**config.mk**
```make
export PLATFORM = sky130hd
export DESIGN_NAME = tce_ctrl
export DESIGN_NICKNAME = d
export VERILOG_FILES = /design/src/tce_pkg.sv /design/src/tce_ctrl.sv
export SDC_FILE = /design/constraint.sdc
export NUM_CORES = 1
export LEC_CHECK = 0
export ABC_AREA = 1
export BUFFER_PORTS_ARGS = -buffer_cell sky130_fd_sc_hd__buf_2
export CELL_PAD_IN_SITES_DETAIL_PLACEMENT = 0
export CELL_PAD_IN_SITES_GLOBAL_PLACEMENT = 1
export CORE_MARGIN = 2
export CORE_UTILIZATION = 27
export DETAILED_ROUTE_END_ITERATION = 8
export GPL_TIMING_DRIVEN = 0
export HOLD_SLACK_MARGIN = 0.05
export PLACE_DENSITY_LB_ADDON = 0.05
export SLEW_MARGIN = 20
export SYNTH_ARGS = -nofsm -noshare
export SYNTH_HDL_FRONTEND = slang
export SYNTH_SLANG_ARGS = --single-unit
```
**constraint.sdc**
```tcl
create_clock -name clk_i -period 1.6 [get_ports clk_i]
set_clock_uncertainty 0.15 [all_clocks]
set_input_delay 0.24 -clock clk_i [delete_from_list [all_inputs] [get_ports clk_i]]
set_output_delay 0.24 -clock clk_i [all_outputs]
set_load 0.005 [all_outputs]
```
**src/tce_pkg.sv**
```systemverilog
`default_nettype none

package tce_pkg;

  localparam int unsigned COLUMNS_DEF = 80;
  localparam int unsigned ROWS_DEF    = 24;

  localparam int unsigned IDX_W  = 11;
  localparam int unsigned CHAR_W = 8;
  localparam int unsigned ATTR_W = 8;

  localparam logic [CHAR_W-1:0] CH_BS     = 8'h08;
  localparam logic [CHAR_W-1:0] CH_TAB    = 8'h09;
  localparam logic [CHAR_W-1:0] CH_LF     = 8'h0a;
  localparam logic [CHAR_W-1:0] CH_CR     = 8'h0d;
  localparam logic [CHAR_W-1:0] CH_ESC    = 8'h1b;
  localparam logic [CHAR_W-1:0] CH_SPACE  = 8'h20;
  localparam logic [CHAR_W-1:0] CH_0      = 8'h30;
  localparam logic [CHAR_W-1:0] CH_1      = 8'h31;
  localparam logic [CHAR_W-1:0] CH_2      = 8'h32;
  localparam logic [CHAR_W-1:0] CH_3      = 8'h33;
  localparam logic [CHAR_W-1:0] CH_4      = 8'h34;
  localparam logic [CHAR_W-1:0] CH_7      = 8'h37;
  localparam logic [CHAR_W-1:0] CH_J      = 8'h4a;
  localparam logic [CHAR_W-1:0] CH_LBRACK = 8'h5b;
  localparam logic [CHAR_W-1:0] CH_M      = 8'h6d;

  localparam logic [ATTR_W-1:0] ATTR_NORMAL  = 8'h07;
  localparam logic [ATTR_W-1:0] ATTR_BRIGHT  = 8'h0f;
  localparam logic [ATTR_W-1:0] ATTR_REVERSE = 8'h70;
  localparam logic [ATTR_W-1:0] FG_MASK      = 8'h0f;
  localparam logic [ATTR_W-1:0] BG_MASK      = 8'hf0;

  // escape parser phase
  typedef enum logic [4:0] {
    PH_NONE   = 5'b00001,
    PH_ESC    = 5'b00010,
    PH_CSI    = 5'b00100,
    PH_SEL    = 5'b01000,
    PH_COLOUR = 5'b10000
  } phase_e;

  typedef enum logic [4:0] {
    ST_INIT   = 5'b00001,
    ST_IDLE   = 5'b00010,
    ST_FILL   = 5'b00100,
    ST_SCROLL = 5'b01000,
    ST_DONE   = 5'b10000
  } ctl_state_e;

  typedef struct packed {
    logic put_go;
    logic read_go;
    logic fill_start;
    logic fill_step;
    logic fill_blank;
    logic scroll_start;
    logic scroll_step;
    logic out_load;
  } ctl_cmd_t;

  typedef struct packed {
    logic put_clear;
    logic put_scroll;
    logic fill_last;
    logic scroll_last;
    logic out_free;
  } ctl_sts_t;

  // ANSI colour number to VGA palette index
  function automatic logic [3:0] vga_colour(input logic [2:0] ansi);
    logic [3:0] v;
    unique case (ansi)
      3'd0:    v = 4'd0;
      3'd1:    v = 4'd4;
      3'd2:    v = 4'd2;
      3'd3:    v = 4'd14;
      3'd4:    v = 4'd1;
      3'd5:    v = 4'd5;
      3'd6:    v = 4'd3;
      default: v = 4'd15;
    endcase
    return v;
  endfunction

endpackage

`default_nettype wire

```
**src/tce_ctrl.sv**
```systemverilog
`default_nettype none

module tce_ctrl (
  input  logic              clk_i,
  input  logic              rst_ni,
  input  logic              req_valid_i,
  input  logic              req_type_i,
  input  tce_pkg::ctl_sts_t sts_i,
  output logic              req_ready_o,
  output tce_pkg::ctl_cmd_t cmd_o
);

  tce_pkg::ctl_state_e state_q, state_d;

  always_comb begin
    state_d     = state_q;
    cmd_o       = '0;
    req_ready_o = 1'b0;
    unique case (state_q)
      tce_pkg::ST_INIT: begin
        // zero the screen store after reset
        cmd_o.fill_step = 1'b1;
        if (sts_i.fill_last) begin
          state_d = tce_pkg::ST_IDLE;
        end
      end
      tce_pkg::ST_IDLE: begin
        req_ready_o = 1'b1;
        if (req_valid_i) begin
          if (req_type_i) begin
            cmd_o.read_go = 1'b1;
            state_d       = tce_pkg::ST_DONE;
          end else begin
            cmd_o.put_go = 1'b1;
            if (sts_i.put_clear) begin
              cmd_o.fill_start = 1'b1;
              state_d          = tce_pkg::ST_FILL;
            end else if (sts_i.put_scroll) begin
              cmd_o.scroll_start = 1'b1;
              state_d            = tce_pkg::ST_SCROLL;
            end else begin
              state_d = tce_pkg::ST_DONE;
            end
          end
        end
      end
      tce_pkg::ST_FILL: begin
        cmd_o.fill_step  = 1'b1;
        cmd_o.fill_blank = 1'b1;
        if (sts_i.fill_last) begin
          state_d = tce_pkg::ST_DONE;
        end
      end
      tce_pkg::ST_SCROLL: begin
        cmd_o.scroll_step = 1'b1;
        if (sts_i.scroll_last) begin
          state_d = tce_pkg::ST_DONE;
        end
      end
      tce_pkg::ST_DONE: begin
        // hold until the result register is free
        if (sts_i.out_free) begin
          cmd_o.out_load = 1'b1;
          state_d        = tce_pkg::ST_IDLE;
        end
      end
      default: begin
        state_d = tce_pkg::ST_IDLE;
      end
    endcase
  end

  always_ff @(posedge clk_i or negedge rst_ni) begin
    if (!rst_ni) begin
      state_q <= tce_pkg::ST_INIT;
    end else begin
      state_q <= state_d;
    end
  end

endmodule

`default_nettype wire
```
==> out/results.tsv, run 1 <==
stage	metric	value	unit
status	status	finished with violations	
status	violations	negative setup slack	
yosys	ys_types	14	
yosys	synthTopCellsByArea	dfrtp_1 (27%), inv_1 (11%), nor2_1 (10%)	
route	dr_wl_met2	469	microns
sta	tightest_slew	243	ps
sta	setup_slack	-40.1	ps
final_layout	largest_register	state_q	
route	wl_per_cell	9.85	microns
final_layout	syn2layout_area_growth	67.4	%
clock_tree	cts_buffer_depth	2	
route	drt_iter0_drc	4	
route	first_pass_iters	2	
die	design.die.area	1660	sq um
worst_setup_path	cp-start-kind	flip-flop	
worst_hold_path	hp-class	in2reg	
global_routing	antenna_found_initial	0	
route	vias_per_cell	4.54	
worst_setup_path	worstPathArrival	1250	ps
worst_setup_path	crit_type	reg2out	
die	fp.dieH	40.7	microns
worst_setup_path	cp_data_required_time	1210	ps
yosys	synth_edf_count	0	
final_layout	nets	92	
worst_hold_path	holdPathStages	2	
worst_hold_path	holdCritStartpoint	sts_i[1]	
placement	dp_hpwl	759	microns
clock_tree	cts_tree	built	
yosys	synth_top_cell_by_area	dfrtp_1	
sta	fin_crit	1640	ps
sta	timing.fmax	610	MHz
placement	place_area	468	sq um
yosys	syn-cell-area	364	sq um
yosys	synthArstFlopShare	100	%
worst_setup_path	r2r_end	state_q[4]	
yosys	synthCells	54	
power	p_leak	0.342	nW
global_routing	grt_pass1_vias	383	
route	m1WireLength	411	microns
die	fp.coreArea	1280	sq um
final_layout	largest_reg_flops	5	
worst_setup_path	endpoint_kind	primary output	
yosys	syn_area_per_cell	6.74	sq um
power	power_density	1250	nW/um^2
yosys	synth_most_common_cell	inv_1	
worst_setup_path	r2r_start	state_q[2]	
worst_setup_path	crit_fanout	4	
sta	max_slew_margin	83.8	%
yosys	synth_common_cells	inv_1 (11), nor2_1 (10), nand2_1 (8)	
die	rows	13	
final_layout	finish.utilization	47.4	%
worst_setup_path	r2r_cells	7	
worst_setup_path	slowest_delay	400	ps
final_layout	fill_cells	146	
die	ios	18	
route	route.detailed.drc	0	
final_layout	stdcell_area	609	sq um
global_routing	grt_max_degree	6	
sta	fin_crit_sh	103	%
yosys	synth_flop_cell	dfrtp_1	
sta	hold_violations	0	
worst_setup_path	critPathTopFamily	flip-flops	
sta	setup_viol	3	
yosys	synth_seq_cells	5	
final_layout	seqCellArea	126	sq um
clock_tree	clk_pin_slew	40	ps
power	peakVddDrop	432	uV
placement	place.gp.congestion	0.656	
route	wirelength	955	microns
final_layout	drive_above_1_share	50.0	%
yosys	ys_seq_area_share	34.7	%
route	ant_nets	0	
die	die_w	40.7	microns
clock_tree	cts_buffers	3	
final_layout	top_regs	state_q (5)	
final_layout	multiInputGateArea	240	sq um
clock_tree	clock_latency	240	ps
worst_setup_path	crit_chain	nor2_4 -> buf_4 -> nand4_1 -> nand2_2 -> buf_2	
final_layout	n_antenna_cell	0	
worst_setup_path	cp_num_buf_inv	2	
worst_setup_path	r2r_setup_slack	200	ps
placement	dp_slack	69.4	ps
yosys	synth.top_cell.area_share	27.5	%
yosys	synth_fp_nets	63	
clock_tree	cts_root_buf	clkbuf_4	
worst_setup_path	critPathSlowestCell	dfrtp_1	
route	vias	440	
sta	slew_violations	0	
global_routing	grt_pass1_wl	1520	microns
worst_hold_path	hold_end	state_q[3]	
route	routed.top_layer	met4	
yosys	yosys_warnings	0	
sta	rsz0062_at_grt	yes	
run	maxCapViolCount	0	
placement	portBuffers	17	
global_routing	overflow	0	
global_routing	grt_usage	15.1	%
route	wl_met3	42	microns
clock_tree	ctsHtreeMaxLevel	1	
clock_tree	numClockSinks	5	
die	initial_core_util	28.3	%
final cells by class:
cell class	count	area share (%)
Sequential cell	5	20.7
Inverter	12	7.39
Multi-Input combinational cell	37	39.4
Clock buffer	4	4.31
Tap cell	15	3.08
Timing Repair Buffer	24	25.1
report_power, final:
group	internal, W	switching, W
Clock	0.0000942	0.0000509
Sequential	0.000156	0.0000238
Combinational	0.000202	0.000236
Total	0.000452	0.000311
through the flow:
step	std cells	hold WS, ps	TNS, ps	power (W)
4_1_cts	95	58.1	-130	0.000713
5_1_grt	97	67.1	-652	0.000832
3_3_place_gp	86	-87.1	0	0.000478
2_1_floorplan	54	-206	0	0.000385
6_report	97	58.3	-86.5	0.000763
3_5_place_dp	86	-91.3	0	0.000475
placed cells by master (no fill, tap or decap), drive strengths merged:
cell / n
dfstp: 1
nand2: 8
o22ai: 2
dlygate4sd3: 2
nand4: 3
inv: 12
dfrtp: 4
nor2: 13
nand3: 8
nor3: 2
buf: 22
o21ai: 1
clkbuf: 4
repair_timing:
| action | in CTS | in global routing |
|---|---|---|
| resized for setup | 6 | 9 |
| endpoints found under the hold margin | 6 | 0 |
| setup endpoints to repair | 5 | 8 |
| pin swaps | 1 | 0 |
| hold buffers | 2 | 0 |
| buffers inserted | 3 | 2 |
cell families (layout without fill, tap and decap cells):
logic type             after synthesis  after routing  synth area share, %
and+or+nand+nor                     34             34                 48.1
buffers and inverters               12             40                 12.4
DFF                                  5              5                 34.7
AOI/OAI and AO/OA                    3              3                 4.81
worst max-delay path by stage:
stage	from	endpoint	slack, ps	cells after the start
final	state_q[3]	cmd_o[4]	-40	5
after global routing	state_q[3]	cmd_o[4]	-130	5
after CTS	state_q[3]	cmd_o[4]	-50	5
after detailed placement	state_q[2]	cmd_o[5]	70	6
after global placement	state_q[2]	cmd_o[5]	50	6
after floorplan	state_q[2]	cmd_o[5]	260	5
routing by layer:
layer	GRT usage (%)	up-vias
met1	15.7	190
li1	-	231
met5	0	-
met3	3.80	4
met4	15.0	0
met2	24.2	15
Power figures use the tool's default switching activity.
==> run 2, diff against run 1 <==
--- a/config.mk
+++ b/config.mk
@@ -8,4 +8,5 @@
 export ABC_AREA = 1
 export BUFFER_PORTS_ARGS = -buffer_cell sky130_fd_sc_hd__buf_2
+export CAP_MARGIN = 40
 export CELL_PAD_IN_SITES_DETAIL_PLACEMENT = 0
 export CELL_PAD_IN_SITES_GLOBAL_PLACEMENT = 1
==> constraint.sdc (replaced) <==
create_clock -name clk_i -period 1.6 [get_ports clk_i]
set_clock_uncertainty 0.15 [all_clocks]
set_input_delay 0.08 -clock clk_i [delete_from_list [all_inputs] [get_ports clk_i]]
set_output_delay 0.08 -clock clk_i [all_outputs]
set_load 0.005 [all_outputs]
==> out/results.tsv, run 2 (same netlist as run 1, synthesis figures left out) <==
stage	metric	value	unit	change
final_layout	top_regs	state_q (5)		unchanged
worst_hold_path	hp-class	in2async		was in2reg
final_layout	final_cell_mix	buf_2 (17), inv_1 (10), nor2_1 (10)		was buf_2 (16), inv_1 (9), nand2_1 (7)
run	maxCapViolCount	0		unchanged
power	p_sw	0.000267	W	was 0.000311 W
route	route.detailed.drc	0		unchanged
worst_setup_path	cp-start-kind	flip-flop		unchanged
final_layout	finish.utilization	47.2	%	was 47.4%
placement	portBuffers	17		unchanged
final_layout	n_antenna_cell	0		unchanged
sta	fin_crit_sh	93.6	%	was 103%
global_routing	grt_usage	16.6	%	was 15.1%
route	drt_iter0_drc	8		was 4
power	intPower	0.000397	W	was 0.000452 W
global_routing	overflow	0		unchanged
clock_tree	clk_pin_slew	40	ps	about the same
worst_setup_path	r2r_setup_slack	190	ps	was 200 ps
worst_setup_path	cp-endpoint	cmd_o[7]		was cmd_o[4]
final_layout	largest_register	state_q		unchanged
worst_setup_path	crit_fanout	4		unchanged
worst_setup_path	r2r_start	state_q[3]		was state_q[2]
worst_setup_path	endpoint_kind	primary output		unchanged
power	p_leak	0.358	nW	was 0.342 nW
die	die_w	40.7	microns	unchanged
clock_tree	cts_tree	built		unchanged
power	p_seq_share	27.1	%	was 23.6%
die	design.die.area	1660	sq um	unchanged
clock_tree	cts_buffer_depth	2		unchanged
route	first_pass_iters	5		was 2
die	rows	13		unchanged
clock_tree	cts_root_buf	clkbuf_4		unchanged
global_routing	grt_pass1_vias	433		was 383
sta	timing.fmax	668	MHz	was 610 MHz
sta	slew_violations	0		unchanged
worst_setup_path	cp_data_required_time	1370	ps	was 1210 ps
power	peakVddDrop	409	uV	was 432 uV
sta	fin_crit	1500	ps	was 1640 ps
die	fp.dieH	40.7	microns	unchanged
sta	fin_setup_tns	0	ps	was -86.5 ps
worst_setup_path	r2r_end	state_q[4]		unchanged
worst_setup_path	worstPathArrival	1270	ps	was 1250 ps
final_layout	largest_reg_flops	5		unchanged
worst_setup_path	r2r_cells	8		was 7
route	wirelength	993	microns	was 955 microns
die	initial_core_util	28.3	%	unchanged
route	wl_per_cell	9.74	microns	was 9.85 microns
clock_tree	numClockSinks	5		unchanged
power	power_frac_clock	21.8	%	was 19.0%
final_layout	stdcell_count	102		was 97
sta	hold_violations	0		unchanged
sta	tightest_slew	203	ps	was 243 ps
sta	max_slew_margin	86.4	%	was 83.8%
route	ant_nets	0		unchanged
route	vias_per_cell	4.37		was 4.54
global_routing	grt_pass1_wl	1680	microns	was 1520 microns
placement	dp.cells	86		unchanged
clock_tree	ctsHtreeMaxLevel	1		unchanged
power	power_density	1090	nW/um^2	was 1250 nW/um^2
global_routing	grt_max_degree	6		unchanged
clock_tree	cts_buffers	3		unchanged
placement	place.gp.congestion	0.656		unchanged
final_layout	drive_above_1_share	36.8	%	was 50.0%
power	power.total	0.000664	W	was 0.000763 W
power	p_comb_share	51.1	%	was 57.4%
worst_setup_path	crit_type	reg2out		unchanged
clock_tree	clock_latency	240	ps	about the same
die	ios	18		unchanged
final_layout	final_common_cell	buf_2		unchanged
die	fp.coreArea	1280	sq um	unchanged
placement	dp_hpwl	759	microns	unchanged
route	vias	446		was 440
status	status	complete, no violations		was finished with violations
global_routing	antenna_found_initial	0		unchanged
power	switching_share	40.2	%	was 40.7%
worst_setup_path	crit_path_start	state_q[3]		unchanged
sta	setup_viol	0		was 3
final_layout	syn2layout_area_growth	66.7	%	was 67.4%
final_layout	nets	97		was 92
==> run 2: worst min path at each step <==
stage                       from         end  slack (ps)
after floorplan           rst_ni  state_q[1]        -370
after global placement    rst_ni  state_q[3]        -250
after detailed placement  rst_ni  state_q[3]        -250
after CTS                 rst_ni  state_q[0]         180
after global routing      rst_ni  state_q[0]         200
final                     rst_ni  state_q[0]         180
==> run 2: stage by stage <==
stage / setup slack (ps) / hold WS (ps) / cell area (sq um)
3_3_place_gp: 212 / -247 / 468
4_1_cts: 19.9 / 184 / 592
2_1_floorplan: 398 / -366 / 364
6_report: 102 / 184 / 607
5_1_grt: -0.0465 / 197 / 607
3_5_place_dp: 229 / -251 / 468
==> run 2: per-layer routing <==
layer,vias up,GRT usage [%],part of all wire [%]
met3,2,3.80,3.4
met1,192,16.4,44
li1,239,-,-
met4,0,15.0,1.9
met5,-,0,0
met2,13,28.6,51
==> run 2: what timing repair did <==
action / 4_1_cts / 5_1_grt
hold buffers: 9 / 0
endpoints found under the setup margin: 1 / 1
endpoints found under the hold margin: 9 / 0
buffers inserted: 1 / 2
pin swaps: 1 / 0
gates resized for setup: 1 / 0
==> run 2: critical path: stages (launching register included) <==
cell and delay [ps]:
dfrtp_1 400, nor2_4 130, nand3_2 100, buf_4 150, nor3_1 110, buf_2 130
==> run 2: layout make-up <==
cell class | instances | area [sq um]
flip-flops and latches | 5 | 126
inverters | 12 | 45.0
well taps | 15 | 18.8
repair buffers | 29 | 198
clock buffers | 4 | 26.3
multi-input cells | 37 | 193
fillers | 143 | 678
==> run 2: power groups by stage <==
stage | registers [W] | logic [W] | clock network [W]
floorplan | 0.000176 | 0.000209 | 0
global placement | 0.000180 | 0.000298 | 0
detailed placement | 0.000180 | 0.000296 | 0
CTS | 0.000180 | 0.000322 | 0.000149
global route | 0.000182 | 0.000382 | 0.000166
finish | 0.000180 | 0.000340 | 0.000145
==> run 3, diff against run 2 <==
Settings changed: CORE_ASPECT_RATIO set to 0.9, CORE_UTILIZATION 27 to 25, PLACE_DENSITY set to 0.72, PLACE_DENSITY_LB_ADDON 0.05 to unset.
Clock period 1.6 ns to 1.3 ns, I/O delays scaled along.
==> out/results.tsv, run 3 (same netlist as run 1, synthesis figures left out) <==
stage	metric	value	unit	change
route	wl_per_cell	10.4	microns	was 9.74 microns
final_layout	final_common_cell	buf_2		unchanged
placement	portBuffers	17		unchanged
final_layout	stdcell_count	109		was 102
global_routing	grt_max_degree	6		unchanged
global_routing	grt_pass1_vias	458		was 433
route	wirelength	1130	microns	was 993 microns
global_routing	grt_pass1_wl	1860	microns	was 1680 microns
sta	tightest_slew	214	ps	was 203 ps
final_layout	largest_reg_flops	5		unchanged
sta	timing.fmax	662	MHz	
die	design.die.area	1780	sq um	was 1660 sq um
route	vias	487		was 446
run	maxCapViolCount	0		unchanged
power	p_sw	0.000463	W	was 0.000267 W
power	p_leak	0.407	nW	was 0.358 nW
worst_setup_path	crit_type	reg2out		unchanged
final_layout	nets	104		was 97
final_layout	syn2layout_area_growth	116	%	was 66.7%
worst_setup_path	slowest_delay	410	ps	was 400 ps
placement	place.gp.congestion	0.718		was 0.656
worst_setup_path	crit_chain	nor2_4 -> buf_6 -> nand4_1 -> nand2_2 -> buf_6		was nor2_4 -> nand3_2 -> buf_4 -> nor3_1 -> buf_2
power	p_comb_share	66.8	%	was 51.1%
power	power_density	1530	nW/um^2	was 1090 nW/um^2
worst_setup_path	endpoint_kind	primary output		unchanged
clock_tree	cts_root_buf	clkbuf_4		unchanged
clock_tree	cts_buffers	3		unchanged
worst_setup_path	worstPathArrival	1300	ps	was 1270 ps
clock_tree	ctsHtreeMaxLevel	1		unchanged
sta	setup_slack	-211	ps	was 102 ps
power	peakVddDrop	664	uV	was 409 uV
final_layout	drive_above_1_share	60.6	%	was 36.8%
power	switching_share	38.5	%	was 40.2%
clock_tree	numClockSinks	5		unchanged
sta	hold_violations	0		unchanged
global_routing	grt_usage	14.5	%	was 16.6%
worst_setup_path	crit_fanout	4		unchanged
worst_setup_path	cp-start-kind	flip-flop		unchanged
worst_setup_path	cp_data_required_time	1090	ps	was 1370 ps
sta	setup_viol	12		was 0
die	rows	13		unchanged
global_routing	antenna_found_initial	0		unchanged
placement	dp.cells	86		unchanged
route	vias_per_cell	4.47		was 4.37
final_layout	top_regs	state_q (5)		unchanged
sta	fin_crit	1510	ps	
sta	fin_crit_sh	116	%	
final_layout	finish.utilization	56.2	%	was 47.2%
sta	rsz0062_at_grt	yes		
worst_setup_path	critPathSlowestCell	dfrtp_1		unchanged
sta	slew_violations	0		unchanged
power	intPower	0.000741	W	was 0.000397 W
die	die_w	44.2	microns	was 40.7 microns
route	ant_nets	0		unchanged
final_layout	largest_register	state_q		unchanged
placement	dp_hpwl	701	microns	was 759 microns
clock_tree	cts_buffer_depth	2		unchanged
global_routing	overflow	0		unchanged
power	p_seq_share	18.8	%	was 27.1%
die	initial_core_util	26.0	%	was 28.3%
final_layout	final_cell_mix	buf_2 (14), buf_6 (10), dlygate4sd3_1 (8)		was buf_2 (17), inv_1 (10), nor2_1 (10)
die	fp.coreArea	1400	sq um	was 1280 sq um
power	power_frac_clock	14.4	%	was 21.8%
clock_tree	clk_pin_slew	40	ps	about the same
sta	max_slew_margin	85.7	%	was 86.4%
route	route.detailed.drc	0		unchanged
clock_tree	cts_tree	built		unchanged
die	ios	18		unchanged
route	first_pass_iters	2		was 5
final_layout	n_antenna_cell	0		unchanged
status	status	finished with violations		was complete, no violations
worst_setup_path	worst_path_most_repeated_cell	buf_6		
worst_hold_path	hp-class	in2reg		was in2async
route	drt_iter0_drc	10		was 8
clock_tree	clock_latency	230	ps	was 240 ps
status	violations	negative setup slack		
placement	dp_slack	-44.0	ps	was 229 ps
die	fp.dieH	40.2	microns	was 40.7 microns
## run 3: power by group through the flow
stage               clock [W]  sequential [W]  combinational [W]
detailed placement          0        0.000220           0.000360
floorplan                   0        0.000216           0.000257
CTS                  0.000182        0.000223           0.000665
finish               0.000173        0.000226           0.000804
global placement            0        0.000220           0.000360
global route         0.000187        0.000230           0.000870
## run 3: final cells by class
| type | count | area [sq um] |
|---|---|---|
| Fill cell | 138 | 613 |
| Inverter | 12 | 45.0 |
| Tap cell | 15 | 18.8 |
| Sequential cell | 5 | 126 |
| Timing Repair Buffer | 36 | 293 |
| Clock buffer | 4 | 26.3 |
| Multi-Input combinational cell | 37 | 277 |
## run 3: worst paths after layout
| check | end | start | depth (start not counted) | slack (ps) |
|---|---|---|---|---|
| worst max-delay path | cmd_o[4] | state_q[2] | 5 | -210 |
| worst min-delay path | state_q[2] | req_type_i | 4 | 70 |
| worst max register to register | state_q[1] | state_q[1] | 7 | -150 |
| worst min register to register | state_q[4] | state_q[4] | 2 | 470 |
| max in group asynchronous | state_q[2] | rst_ni | 3 | 200 |
| min in group asynchronous | state_q[0] | rst_ni | 2 | 160 |
## run 3: what timing repair did
| item | in CTS | in global routing |
|---|---|---|
| hold buffers | 8 | 0 |
| endpoints found under the setup margin | 12 | 13 |
| cloned | 0 | 0 |
| gates resized for setup | 12 | 22 |
| hold endpoints to repair | 9 | 0 |
| pin swaps | 6 | 15 |
| buffers inserted | 11 | 3 |
## run 3: routing by layer
metal	vias up	share of wire, %	wire length [microns]	track usage (%)
li1	253	-	-	-
met1	222	42	478	16.2
met2	12	55	617	29.4
met3	0	3.0	34	0
met4	0	0	0	6.82
met5	-	0	0	0
## run 3: per-stage QoR
| stage | setup TNS, ps | power, W | hold WS (ps) | instance area [sq um] |
|---|---|---|---|---|
| 2_1_floorplan | 0 | 0.000473 | -381 | 364 |
| 3_3_place_gp | -59.3 | 0.000580 | -267 | 468 |
| 3_5_place_dp | -45.8 | 0.000580 | -266 | 468 |
| 4_1_cts | -1460 | 0.00107 | -5.56 | 706 |
| 5_1_grt | -2440 | 0.00129 | 102 | 786 |
| 6_report | -1650 | 0.00120 | 65.9 | 786 |
## run 3: worst max-delay path, delay by kind of cell (launching register included)
family / cells / cell delay, ps
DFF: 1 / 410
and+or+nand+nor: 3 / 430
buffers and inverters: 2 / 220
